--- src/hdl/jsc_pkg.sv ---
// Shared types, constants and conversion helpers for the JIS / Shift-JIS converter.
package jsc_pkg;

  typedef enum logic [2:0] {
    OP_JIS_TO_IDX  = 3'd0,
    OP_IDX_TO_JIS  = 3'd1,
    OP_SJ_TO_IDX   = 3'd2,
    OP_IDX_TO_SJ   = 3'd3,
    OP_SJ_TO_JIS   = 3'd4,
    OP_JIS_TO_SJ   = 3'd5,
    OP_IDX_TO_FONT = 3'd6,
    OP_LOAD_COUNT  = 3'd7
  } op_t;

  localparam logic [15:0] SubstReset  = 16'd71;
  localparam logic [15:0] IdxJisMax   = 16'd8835;
  localparam logic [15:0] SjFallback  = 16'h8188;
  localparam logic [8:0]  SjRowMax    = 9'd59;
  localparam logic [8:0]  SjLowRowMax = 9'd30;

  localparam logic [7:0] JisByteMin  = 8'h21;
  localparam logic [7:0] JisLowMax   = 8'h7E;
  localparam logic [7:0] JisHighMax  = 8'h73;
  localparam logic [7:0] SjLead1Min  = 8'h81;
  localparam logic [7:0] SjLead1Max  = 8'h9F;
  localparam logic [7:0] SjLead2Min  = 8'hE0;
  localparam logic [7:0] SjLead2Max  = 8'hFC;
  localparam logic [7:0] SjLead2Base = 8'hC1;
  localparam logic [7:0] SjTrailMin  = 8'h40;
  localparam logic [7:0] SjTrailMax  = 8'hFC;
  localparam logic [7:0] SjTrailGap  = 8'h7F;
  localparam logic [7:0] RowLen      = 8'd94;

  // x / 94 for 16-bit x: exact reciprocal multiply, 89241 = ceil(2^23 / 94)
  localparam logic [16:0] Div94Mul   = 17'd89241;
  localparam int          Div94Shift = 23;

  typedef struct packed {
    logic [9:0] q;
    logic [6:0] r;
  } div94_t;

  // Substitute index with its conversions worked out at write time
  typedef struct packed {
    logic [15:0] idx;
    logic [15:0] jis;
    logic [15:0] sj;
    logic        big;
    logic        sj_bad;
  } subst_t;

  typedef struct packed {
    logic [15:0] code;
    logic [1:0]  err_inc;
  } conv_t;

  function automatic div94_t div94(input logic [15:0] x);
    logic [32:0] prod;
    logic [15:0] back;
    div94_t      d;
    prod = 33'(x) * 33'(Div94Mul);
    d.q  = prod[Div94Shift +: 10];
    back = 16'(d.q) * 16'(RowLen);
    d.r  = 7'(x - back);
    return d;
  endfunction

  // Row/column pair to JIS code; high byte wraps like a 16-bit mask
  function automatic logic [15:0] jis_of_cell(input logic [9:0] q, input logic [6:0] r);
    return {8'(q) + JisByteMin, {1'b0, r} + JisByteMin};
  endfunction

  // Quotient/remainder by 188 to Shift-JIS, skipping leads 0xA0..0xDF and trail 0x7F
  function automatic logic [15:0] sj_code(input logic [8:0] q, input logic [7:0] r);
    logic [7:0] hi;
    logic [7:0] lo;
    hi = (q <= SjLowRowMax) ? 8'(q) + SjLead1Min : 8'(q) + SjLead2Base;
    lo = r + SjTrailMin;
    if (lo >= SjTrailGap) lo = lo + 8'd1;
    return {hi, lo};
  endfunction

  function automatic subst_t subst_of(input logic [15:0] x);
    div94_t     d;
    logic [8:0] q188;
    logic [7:0] r188;
    subst_t     s;
    d      = div94(x);
    q188   = d.q[9:1];
    r188   = d.q[0] ? {1'b0, d.r} + RowLen : {1'b0, d.r};
    s.idx  = x;
    s.jis  = jis_of_cell(d.q, d.r);
    s.big  = x > IdxJisMax;
    s.sj_bad = q188 > SjRowMax;
    s.sj   = s.sj_bad ? SjFallback : sj_code(q188, r188);
    return s;
  endfunction

endpackage

--- src/hdl/jis_shift_jis_code_converter_core.sv ---
// Top level of the JIS / Shift-JIS code converter: handshake, error counter, registers.
//
// Input channel: in_valid / in_stall carry in_op and in_value_in. A transaction
// completes on a rising edge with in_valid high and in_stall low.
// Result channel: out_valid / out_stall carry out_converted, out_range_error and
// out_error_total, one result per input transaction, in order.
// Configuration: cfg_wr_en writes cfg_wr_data into the substitute index (reset 71);
// its JIS and Shift-JIS forms are computed at the write, so write only while idle.
// An accepted item is held in the input register, passes through one pass of
// conversion logic and is captured in the result register. Throughput is one
// item per cycle while the result is not stalled.
// A stalled result holds in the output register while the input register still
// takes one more item; in_stall rises only while both registers are full.
// Reset (rst_n low, synchronous) empties both registers, clears the error
// counter and restores the substitute index to 71.
module jis_shift_jis_code_converter_core
  import jsc_pkg::*;
#(
  parameter int COUNT_WIDTH = 16
) (
  input  logic        clk,
  input  logic        rst_n,
  input  logic        in_valid,
  output logic        in_stall,
  input  logic [2:0]  in_op,
  input  logic [15:0] in_value_in,
  output logic        out_valid,
  input  logic        out_stall,
  output logic [15:0] out_converted,
  output logic        out_range_error,
  output logic [15:0] out_error_total,
  input  logic        cfg_wr_en,
  input  logic [15:0] cfg_wr_data
);

  subst_t sub;
  conv_t  res;

  logic                   s1_valid_r, s1_valid_nxt;
  op_t                    op_r, op_nxt;
  logic [15:0]            val_r, val_nxt;
  logic                   out_valid_r, out_valid_nxt;
  logic [15:0]            conv_r, conv_nxt;
  logic                   rerr_r, rerr_nxt;
  logic [15:0]            total_r, total_nxt;
  logic [COUNT_WIDTH-1:0] count_r, count_nxt;
  logic                   advance;
  logic                   move;
  logic                   accept;

  jsc_subst u_subst (
    .clk         (clk),
    .rst_n       (rst_n),
    .cfg_wr_en   (cfg_wr_en),
    .cfg_wr_data (cfg_wr_data),
    .sub         (sub)
  );

  jsc_conv u_conv (
    .op    (op_r),
    .value (val_r),
    .sub   (sub),
    .res   (res)
  );

  always_comb begin
    advance  = !out_valid_r || !out_stall;
    move     = s1_valid_r && advance;
    in_stall = s1_valid_r && !advance;
    accept   = in_valid && !in_stall;

    s1_valid_nxt = s1_valid_r;
    if (accept) begin
      s1_valid_nxt = 1'b1;
    end else if (move) begin
      s1_valid_nxt = 1'b0;
    end
    op_nxt  = accept ? op_t'(in_op) : op_r;
    val_nxt = accept ? in_value_in : val_r;

    // counter advances, or loads the value on a count-load op, when the item leaves for the result register
    count_nxt = count_r;
    if (move) begin
      if (op_r == OP_LOAD_COUNT) begin
        count_nxt = COUNT_WIDTH'(val_r);
      end else begin
        count_nxt = count_r + COUNT_WIDTH'(res.err_inc);
      end
    end

    out_valid_nxt = out_valid_r;
    if (move) begin
      out_valid_nxt = 1'b1;
    end else if (!out_stall) begin
      out_valid_nxt = 1'b0;
    end
    conv_nxt  = conv_r;
    rerr_nxt  = rerr_r;
    total_nxt = total_r;
    if (move) begin
      conv_nxt  = (op_r == OP_LOAD_COUNT) ? 16'(count_r) : res.code;
      rerr_nxt  = res.err_inc != 2'd0;
      total_nxt = 16'(count_nxt);
    end
  end

  always_ff @(posedge clk) begin
    if (!rst_n) begin
      s1_valid_r  <= 1'b0;
      out_valid_r <= 1'b0;
      count_r     <= '0;
    end else begin
      s1_valid_r  <= s1_valid_nxt;
      out_valid_r <= out_valid_nxt;
      count_r     <= count_nxt;
    end
  end

  always_ff @(posedge clk) begin
    op_r    <= op_nxt;
    val_r   <= val_nxt;
    conv_r  <= conv_nxt;
    rerr_r  <= rerr_nxt;
    total_r <= total_nxt;
  end

  assign out_valid       = out_valid_r;
  assign out_converted   = conv_r;
  assign out_range_error = rerr_r;
  assign out_error_total = total_r;

endmodule

--- src/hdl/jsc_subst.sv ---
// Substitute index register with its precomputed JIS and Shift-JIS forms.
module jsc_subst
  import jsc_pkg::*;
(
  input  logic        clk,
  input  logic        rst_n,
  input  logic        cfg_wr_en,
  input  logic [15:0] cfg_wr_data,
  output subst_t      sub
);

  subst_t sub_r;
  subst_t sub_nxt;

  always_comb begin
    sub_nxt = sub_r;
    if (cfg_wr_en) sub_nxt = subst_of(cfg_wr_data);
  end

  always_ff @(posedge clk) begin
    if (!rst_n) begin
      sub_r <= subst_of(SubstReset);
    end else begin
      sub_r <= sub_nxt;
    end
  end

  assign sub = sub_r;

endmodule

--- src/hdl/jsc_conv.sv ---
// Single-pass code conversion for one item: all ops but the count load.
module jsc_conv
  import jsc_pkg::*;
(
  input  op_t         op,
  input  logic [15:0] value,
  input  subst_t      sub,
  output conv_t       res
);

  logic [7:0]  hi;
  logic [7:0]  lo;
  logic        jis_ok;
  logic [6:0]  jrow;
  logic [6:0]  jcol;
  logic [12:0] jis_cell;
  logic [8:0]  jq188;
  logic [7:0]  jr188;
  logic        lead_ok;
  logic        sj_ok;
  logic [5:0]  sa;
  logic [7:0]  sb;
  logic [13:0] sj_cell;
  logic        sj_fits;
  logic        sb_hi;
  logic [9:0]  sq;
  logic [6:0]  sr;
  div94_t      vd;
  logic [8:0]  vq188;
  logic [7:0]  vr188;
  logic        font_ok;
  logic [15:0] font_code;

  always_comb begin
    hi = value[15:8];
    lo = value[7:0];

    // JIS decode: row and column from zero
    jis_ok   = (lo >= JisByteMin) && (lo <= JisLowMax) &&
               (hi >= JisByteMin) && (hi <= JisHighMax);
    jrow     = 7'(hi - JisByteMin);
    jcol     = 7'(lo - JisByteMin);
    jis_cell = 13'(13'(jrow) * 13'(RowLen)) + 13'(jcol);
    // a valid JIS cell always fits a Shift-JIS lead: pair rows directly
    jq188    = 9'(jrow[6:1]);
    jr188    = {1'b0, jcol} + (jrow[0] ? RowLen : 8'd0);

    // Shift-JIS decode
    lead_ok = ((hi >= SjLead1Min) && (hi <= SjLead1Max)) ||
              ((hi >= SjLead2Min) && (hi <= SjLead2Max));
    sj_ok   = lead_ok && (lo >= SjTrailMin) && (lo <= SjTrailMax) && (lo != SjTrailGap);
    sa      = (hi >= SjLead2Min) ? 6'(hi - SjLead2Base) : 6'(hi - SjLead1Min);
    sb      = (lo > SjTrailGap) ? lo - SjTrailMin - 8'd1 : lo - SjTrailMin;
    sj_cell = 14'(14'(sa) * 14'd188) + 14'(sb);
    sj_fits = sj_cell <= 14'(IdxJisMax);
    // split the 188-wide pair back into two 94-wide rows
    sb_hi   = sb >= RowLen;
    sq      = 10'({sa, 1'b0}) + 10'(sb_hi);
    sr      = sb_hi ? 7'(sb - RowLen) : 7'(sb);

    // index operand split by 94 and 188
    vd    = div94(value);
    vq188 = vd.q[9:1];
    vr188 = vd.q[0] ? {1'b0, vd.r} + RowLen : {1'b0, vd.r};

    // font file moves the mapped ranges down, closing most gaps between them; other indices give the substitute
    font_ok   = 1'b1;
    font_code = value;
    case (value) inside
      [16'd0:16'd107]:     font_code = value;
      [16'd203:16'd212]:   font_code = value - 16'd56;
      [16'd220:16'd245]:   font_code = value - 16'd63;
      [16'd252:16'd277]:   font_code = value - 16'd69;
      [16'd282:16'd364]:   font_code = value - 16'd73;
      [16'd376:16'd461]:   font_code = value - 16'd84;
      [16'd470:16'd493]:   font_code = value - 16'd92;
      [16'd502:16'd525]:   font_code = value - 16'd100;
      [16'd564:16'd596]:   font_code = value - 16'd138;
      [16'd612:16'd644]:   font_code = value - 16'd153;
      [16'd1410:16'd4374]: font_code = value - 16'd886;
      [16'd4418:16'd7805]: font_code = value;
      default: begin
        font_ok   = 1'b0;
        font_code = sub.idx;
      end
    endcase

    res.code    = '0;
    res.err_inc = 2'd0;
    case (op)
      OP_JIS_TO_IDX: begin
        res.code    = jis_ok ? 16'(jis_cell) : sub.idx;
        res.err_inc = {1'b0, !jis_ok};
      end
      OP_IDX_TO_JIS: begin
        res.code    = (value <= IdxJisMax) ? jis_of_cell(vd.q, vd.r) : sub.jis;
        res.err_inc = {1'b0, value > IdxJisMax};
      end
      OP_SJ_TO_IDX: begin
        res.code    = sj_ok ? 16'(sj_cell) : sub.idx;
        res.err_inc = {1'b0, !sj_ok};
      end
      OP_IDX_TO_SJ: begin
        res.code    = (vq188 <= SjRowMax) ? sj_code(vq188, vr188) : sub.sj;
        res.err_inc = {1'b0, vq188 > SjRowMax};
      end
      OP_SJ_TO_JIS: begin
        if (sj_ok && sj_fits) begin
          res.code = jis_of_cell(sq, sr);
        end else begin
          res.code = sub.jis;
        end
        if (sj_ok) begin
          res.err_inc = {1'b0, !sj_fits};
        end else begin
          res.err_inc = 2'd1 + 2'(sub.big);
        end
      end
      OP_JIS_TO_SJ: begin
        if (jis_ok) begin
          res.code    = sj_code(jq188, jr188);
          res.err_inc = 2'd0;
        end else begin
          res.code    = sub.sj;
          res.err_inc = 2'd1 + 2'(sub.sj_bad);
        end
      end
      OP_IDX_TO_FONT: begin
        res.code    = font_code;
        res.err_inc = {1'b0, !font_ok};
      end
      default: begin
        res.code    = '0;
        res.err_inc = 2'd0;
      end
    endcase
  end

endmodule

--- config.mk ---
export PLATFORM = sky130hd
export DESIGN_NAME = jis_shift_jis_code_converter_core
export DESIGN_NICKNAME = d
export VERILOG_FILES = /design/src/hdl/jsc_pkg.sv /design/src/hdl/jis_shift_jis_code_converter_core.sv /design/src/hdl/jsc_subst.sv /design/src/hdl/jsc_conv.sv
export SDC_FILE = /design/constraint.sdc
export NUM_CORES = 1
export LEC_CHECK = 0
export ABC_AREA = 1
export BUFFER_PORTS_ARGS = -buffer_cell sky130_fd_sc_hd__buf_4
export CORE_UTILIZATION = 31
export DETAILED_ROUTE_END_ITERATION = 12
export GPL_TIMING_DRIVEN = 1
export SYNTH_ARGS = -nofsm -noshare
export SYNTH_HDL_FRONTEND = slang
export SYNTH_SLANG_ARGS = --single-unit
--- constraint.sdc ---
create_clock -name clk -period 14.1 [get_ports clk]
set_clock_uncertainty 0.15 [all_clocks]
set_input_delay 1.41 -clock clk [delete_from_list [all_inputs] [get_ports clk]]
set_output_delay 1.41 -clock clk [all_outputs]
set_load 0.01 [all_outputs]
## Yosys cells after proc, flatten, opt, wreduce, memory -nomap -nowiden

Index checks and enable logic that the tools add are counted.

| cells by class | value |
|---|---|
| reductions and logical operators | 37 |
| eq/ne operators | 9 |
| order comparisons | 49 |
| add/subtract/negate cells | 46 |
| muxes and demuxes | 52 |
| multiply operators | 6 |

Operator list:

| kind | count |
|---|---|
| two-way mux 16 bit | 21 |
| one-hot mux 18 bit (7 select lines) | 1 |
| subtractor 16 x 7 -> 16 bit (second input constant) | 5 |
| two-way mux 8 bit | 9 |
| multiplier 16 x 17 -> 33 bit (second input constant) | 2 |
| >= comparator 16 x 9 -> 1 bit (second input constant) | 4 |
| less-or-equal comparator 16 x 9 -> 1 bit (second input constant) | 4 |
| >= comparator 16 x 8 -> 1 bit (second input constant) | 3 |
| less-or-equal comparator 16 x 10 -> 1 bit (second input constant) | 3 |
| >= comparator 8 x 7 -> 1 bit (second input constant) | 5 |
| adder 8 bit (second input constant) | 4 |
| >= comparator 16 x 10 -> 1 bit (second input constant) | 2 |
| greater-than comparator 16 x 14 -> 1 bit (second input constant) | 2 |
| less-or-equal comparator 16 x 13 -> 1 bit (second input constant) | 2 |
| less-or-equal comparator 16 x 8 -> 1 bit (second input constant) | 2 |
| subtractor 16 x 6 -> 16 bit (second input constant) | 2 |
| subtractor 16 x 8 -> 16 bit (second input constant) | 2 |
| adder 7 x 6 -> 8 bit (second input constant) | 3 |
| adder 7 x 7 -> 8 bit (second input constant) | 3 |
| adder 8 x 1 -> 8 bit (second input constant) | 3 |
| adder 8 x 6 -> 8 bit (second input constant) | 3 |
| adder 8 x 7 -> 8 bit (second input constant) | 3 |
| less-or-equal comparator 8 bit (second input constant) | 3 |
| logical AND 1 bit | 24 |
| 45 further kinds | 84 |

| word-level totals | value |
|---|---|
| output and inout port bits | 35 |
| word-level logic and storage cells | 212 |
| input bits | 40 |
| flip-flop bits (word level) | 120 |

## Depth between registers and ports, before layout

| logic depth | value |
|---|---|
| word-level depth | 19 |
| mapped depth | 60 |

## Hierarchy

From an unflattened synthesis, not the netlist that was laid out.

| unflattened totals | value |
|---|---|
| cells, all modules | 4,277 |
| area, all modules | 28,858.9 um2 |

Modules (own cells, without submodules):

| module | cells each | area each (um2) | times used | sequential area each (um2) |
|---|---|---|---|---|
| jsc_conv | 2,881 | 17,350.4 | 1 | 0.0 |
| jsc_subst | 1,082 | 8,431.8 | 1 | 1,001.0 |
| jis_shift_jis_code_converter_core | 314 | 3,076.7 | 1 | 1,921.8 |

## Least setup slack after synthesis

Ideal clock, no wire load.

| timing path | value |
|---|---|
| path kind | register to register |
| from | reg val_r[14] |
| to | reg conv_r[4], in the netlist out_converted[4], data pin |
| stages on the path, launching flop included | 58 |
| path slack | 3,914 ps |
| arrival time | 9,786 ps |
| path buffers | 2 |
| required time | 13,701 ps |
| period minus slack after synthesis | 10,186 ps |
| cell sequence | edfxtp_1 > clkbuf_1 > inv_1 > clkbuf_1 > ha_1 > inv_1 > fa_1 > inv_1 > fa_1 > fa_1 > inv_1 > fa_1 > inv_1 > fa_1 > ha_1 > nand2_1 > nor2_1 > nand2_1 > [22 not listed] > nand2_1 > inv_1 > nand2_1 > nand2_1 > nand2_1 > nand2_1 > inv_1 > ha_1 > inv_1 > nand2_4 > inv_2 > nand2_1 > nand2_1 > nor2_1 > nor2_1 > nand3_1 > nand2_1 > inv_1 |

| on the way | value |
|---|---|
| cells in the longest elaborated chain, start to end | 16 |

Ends and longest elaborated chain:

| what | line | RTL |
|---|---|---|
| start: declaration | jis_shift_jis_code_converter_core.sv:41 | `logic [15:0] val_r, val_nxt;` |
| start signal: assignment | jis_shift_jis_code_converter_core.sv:121 | `val_r <= val_nxt;` |
| parallel branches: the longest is 14 deep, another holds multiplier 16 x 17 -> 33 bit | n/a |  |
| one-hot mux 18 bit (7 select lines) (*) | jsc_conv.sv:90 | `case (op)` |
| two-way mux 16 bit (*) | jis_shift_jis_code_converter_core.sv:101 | `conv_nxt = (op_r == OP_LOAD_COUNT) ? 16'(count_r) : res.code;` |
| end signal: assignment | jis_shift_jis_code_converter_core.sv:122 | `conv_r <= conv_nxt;` |
| end: declaration | jis_shift_jis_code_converter_core.sv:43 | `logic [15:0] conv_r, conv_nxt;` |

Every way passes the cells marked *.
A chain may end at the register's enable or synchronous reset.

## Final worst setup path

| timing path | value |
|---|---|
| from | reg val_r[11] |
| to | reg conv_r[4], in the netlist out_converted[4], data pin |

The elaborated chain is that of the path after synthesis.

==> summary.md <==
The flow ran to the end, and the final reports show no timing, DRC or antenna violations. The accumulated negative setup slack came out at 0 ns. The run gives 17 as the number of buffers created by CTS. The number of hold-repair buffers added at the cts stage was 0.

The run gives 2515 as the violation count after the first detailed-routing iteration. Synthesis produced a netlist whose cell count is 4137. The number of register bits inferred by synthesis is 120. The portion of the clock cycle consumed by the worst path in the final layout works out to 0.795. The slowest stage of the critical path is the sky130_fd_sc_hd__edfxtp_1 cell. Excluding fillers, the count of instances in the completed layout stands at 5371. After synthesis the cells add up to 28200 sq um. For the final number of hold-violating endpoints, the log shows 0. Setup violations remaining at the end of the flow were counted as 0. The fraction of final layout cells sized beyond drive strength 1 came out at 0.0596.

The worst setup path is of the reg -> reg kind. No sink is reached through more buffers than the 2 on the longest clock path. Averaged over all synthesized cells, the footprint is 6.82 sq um. The all-layer global routing usage is 0.230.

In this design, the stage delay of the slowest critical-path cell is 0.78 ns. TritonCTS built the clock tree. For this run, the number of Yosys warnings is 0. The routed layout has 27500 vias. The repair_antennas step left the layout with diodes totalling 0. Setup repair after global routing left no endpoint under its margin.

During I/O placement, the number of pins put on the boundary was 75. The run gives 2.90 ns as the worst setup slack after placement. The share of flip-flops with an asynchronous set or reset after synthesis was 0. Data arrives at the worst endpoint at 11.29 ns.

The logs give 27065 for the number of global-route vias before repair and 163000 um for the wire length of the first global-routing pass. The routed design has 107000 um of wire. The tightest hold path in the finished design has a slack of 0.318 ns. Number of cells in the design after placement: 5340. The synthesized netlist contains 64 unique library cells.

The number of antenna violations at the first check in global routing is 0, and the H-tree level count is 4. The logs give 0 for the count of max-cap constraint violations and 120 for the number of clock sinks. Most common cell type on the critical path: sky130_fd_sc_hd__nand2_1. For the die area, the log shows 92200 sq um. The tools report the startpoint class of the critical path as a flip-flop.

The cell sitting at the root of the clock tree is a sky130_fd_sc_hd__clkbuf_16. The die is 304 um wide. Compared with the post-synthesis result, the final layout area differs by 8.86%. The top cell types in the final layout, fill and taps aside, are sky130_fd_sc_hd__nand2_1, sky130_fd_sc_hd__inv_1, sky130_fd_sc_hd__ha_1. The later pin in the worst-skew pair is clocked with a latency of 0.48 ns.

The run gives 0 as the count of buffers added by post-CTS timing repair for setup. Using the TritonRoute via totals, the vias-per-cell ratio works out to 5.12. In this run the tool buffered the top-level ports with 74 buffer cells.

For the overall overflow remaining after global route, the log shows 0. Slew at the pin closest to its max-slew limit: 1.12 ns. The endpoint kind of the worst setup timing path is a flip-flop. The congestion estimate from routability-driven global placement came to 1.03. In the synthesized netlist the dominant register cell turns out to be sky130_fd_sc_hd__dfxtp_1.

In the routed design, unresolved DRC markers number 0. For this run, the detailed router's first-pass iteration total came to 8. The starting density of the core came out at 0.313. Subtracting the final worst setup slack from the clock period gives 11.21 ns. The residual antenna-violating net count after detailed routing is 0, and the number of nets in the synthesized netlist is 4807.

After clock tree synthesis, the clock-pin slew on the worst setup and hold paths is 0.06 ns. For the worst setup path, the data required time is 14.17 ns. The run gives 0.254 as the worst slew margin relative to its limit.

The most common cell after layout, fill and taps aside was sky130_fd_sc_hd__nand2_1. Final HPWL from detailed placement: 86600 um. The post-CTS resize count came out at 0. The tools report the maximum clock rate as 0.0892 GHz.

Row generation in the floorplan step produced 110 rows. The number of max-slew violations in the final report came out at 0. Counting flops with a built-in enable in the synthesized netlist gives 52. In the final routed layout, each cell accounts on average for 20.0 um.

The placeable core region came out at 90100 sq um. The net count of the finished layout is 4853. Share of synthesized area occupied by flip-flops and latches: 0.104. In this run the worst hold path is classified as reg -> reg. The worst path setup slack after routing was 2.89 ns. Entering global routing, the biggest net connects 47 pins. The die span in y came out at 304 um.

Along the worst path, the maximum fanout reaches 19.
## synthesized netlist by cell type (21+ instances only)
library cell / count / share of area
sky130_fd_sc_hd__dfxtp_1: 68 / 0.048
sky130_fd_sc_hd__buf_2: 23 / 0.0041
sky130_fd_sc_hd__xnor2_1: 32 / 0.0099
sky130_fd_sc_hd__ha_1: 429 / 0.19
sky130_fd_sc_hd__inv_1: 775 / 0.10
sky130_fd_sc_hd__fa_1: 201 / 0.14
sky130_fd_sc_hd__a21oi_1: 254 / 0.045
sky130_fd_sc_hd__nand4_1: 55 / 0.012
sky130_fd_sc_hd__o211ai_1: 30 / 0.0080
sky130_fd_sc_hd__o21ai_1: 21 / 0.0037
sky130_fd_sc_hd__nor3_1: 39 / 0.0069
sky130_fd_sc_hd__nor2_1: 225 / 0.030
sky130_fd_sc_hd__clkbuf_1: 46 / 0.0061
sky130_fd_sc_hd__nand2_1: 974 / 0.13
sky130_fd_sc_hd__o21ai_0: 246 / 0.044
sky130_fd_sc_hd__a31oi_1: 30 / 0.0067
sky130_fd_sc_hd__nand3_1: 234 / 0.042
sky130_fd_sc_hd__xor2_1: 161 / 0.050
sky130_fd_sc_hd__edfxtp_1: 52 / 0.055
## state kept, by name, indices dropped and copies added, names as in the netlist
signal           flops
out_error_total     16
u_subst.sub         50
count_r             16
val_r               16
out_range_error      1
out_valid            1
out_converted       16
op_r                 3
s1_valid_r           1
## cell type report
| type | instances | area [sq um] |
|---|---|---|
| multi-input cells | 3126 | 21800 |
| well taps | 1176 | 1470 |
| clock inverters | 10 | 92.6 |
| repair buffers | 120 | 901 |
| clock buffers | 21 | 483 |
| flip-flops and latches | 120 | 2920 |
| inverters | 798 | 3000 |
| fillers | 9841 | 59400 |
## per-layer routing
metal,GRT usage,vias up,wire length [um]
met5,0,-,0
met4,0.102,0,5060
met3,0.0271,247,6820
met2,0.388,990,49700
met1,0.295,12941,45700
li1,-,13322,-
## final timing paths
kind	start	endpoint	slack [ns]	cells after the start
max reg2reg	val_r[11]	out_converted[4]	2.89	54
max	val_r[11]	out_converted[4]	2.89	54
min reg2reg	u_subst.sub[8]	u_subst.sub[8]	0.32	2
min	u_subst.sub[8]	u_subst.sub[8]	0.32	2
## critical path, delay by kind of cell, from the launching register on
kind                     cells  cell delay (ns)
flip-flops                   1             0.78
buffers and inverters       15             1.58
AND/OR/NAND/NOR             25             2.54
adder cells (fa/ha/maj)     13             5.69
AO/OA/AOI/OAI                1             0.21
## cells by family after synthesis
group                    after synthesis  synth area share
adder cells (fa/ha/maj)              630             0.333
flip-flops                           120             0.104
AND/OR/NAND/NOR                     1628             0.246
XOR/XNOR                             198            0.0628
buffers and inverters                891             0.122
AO/OA/AOI/OAI                        670             0.132
## through the flow
stage / instance area, sq um / utilization
6_report: 30700 / 0.341
5_1_grt: 30700 / 0.341
4_1_cts: 30700 / 0.341
3_5_place_dp: 30100 / 0.334
3_3_place_gp: 30100 / 0.334
2_1_floorplan: 28200 / -
Power is not shown: default switching activity piles up to over one toggle a cycle in this logic, so the estimate is an artifact.
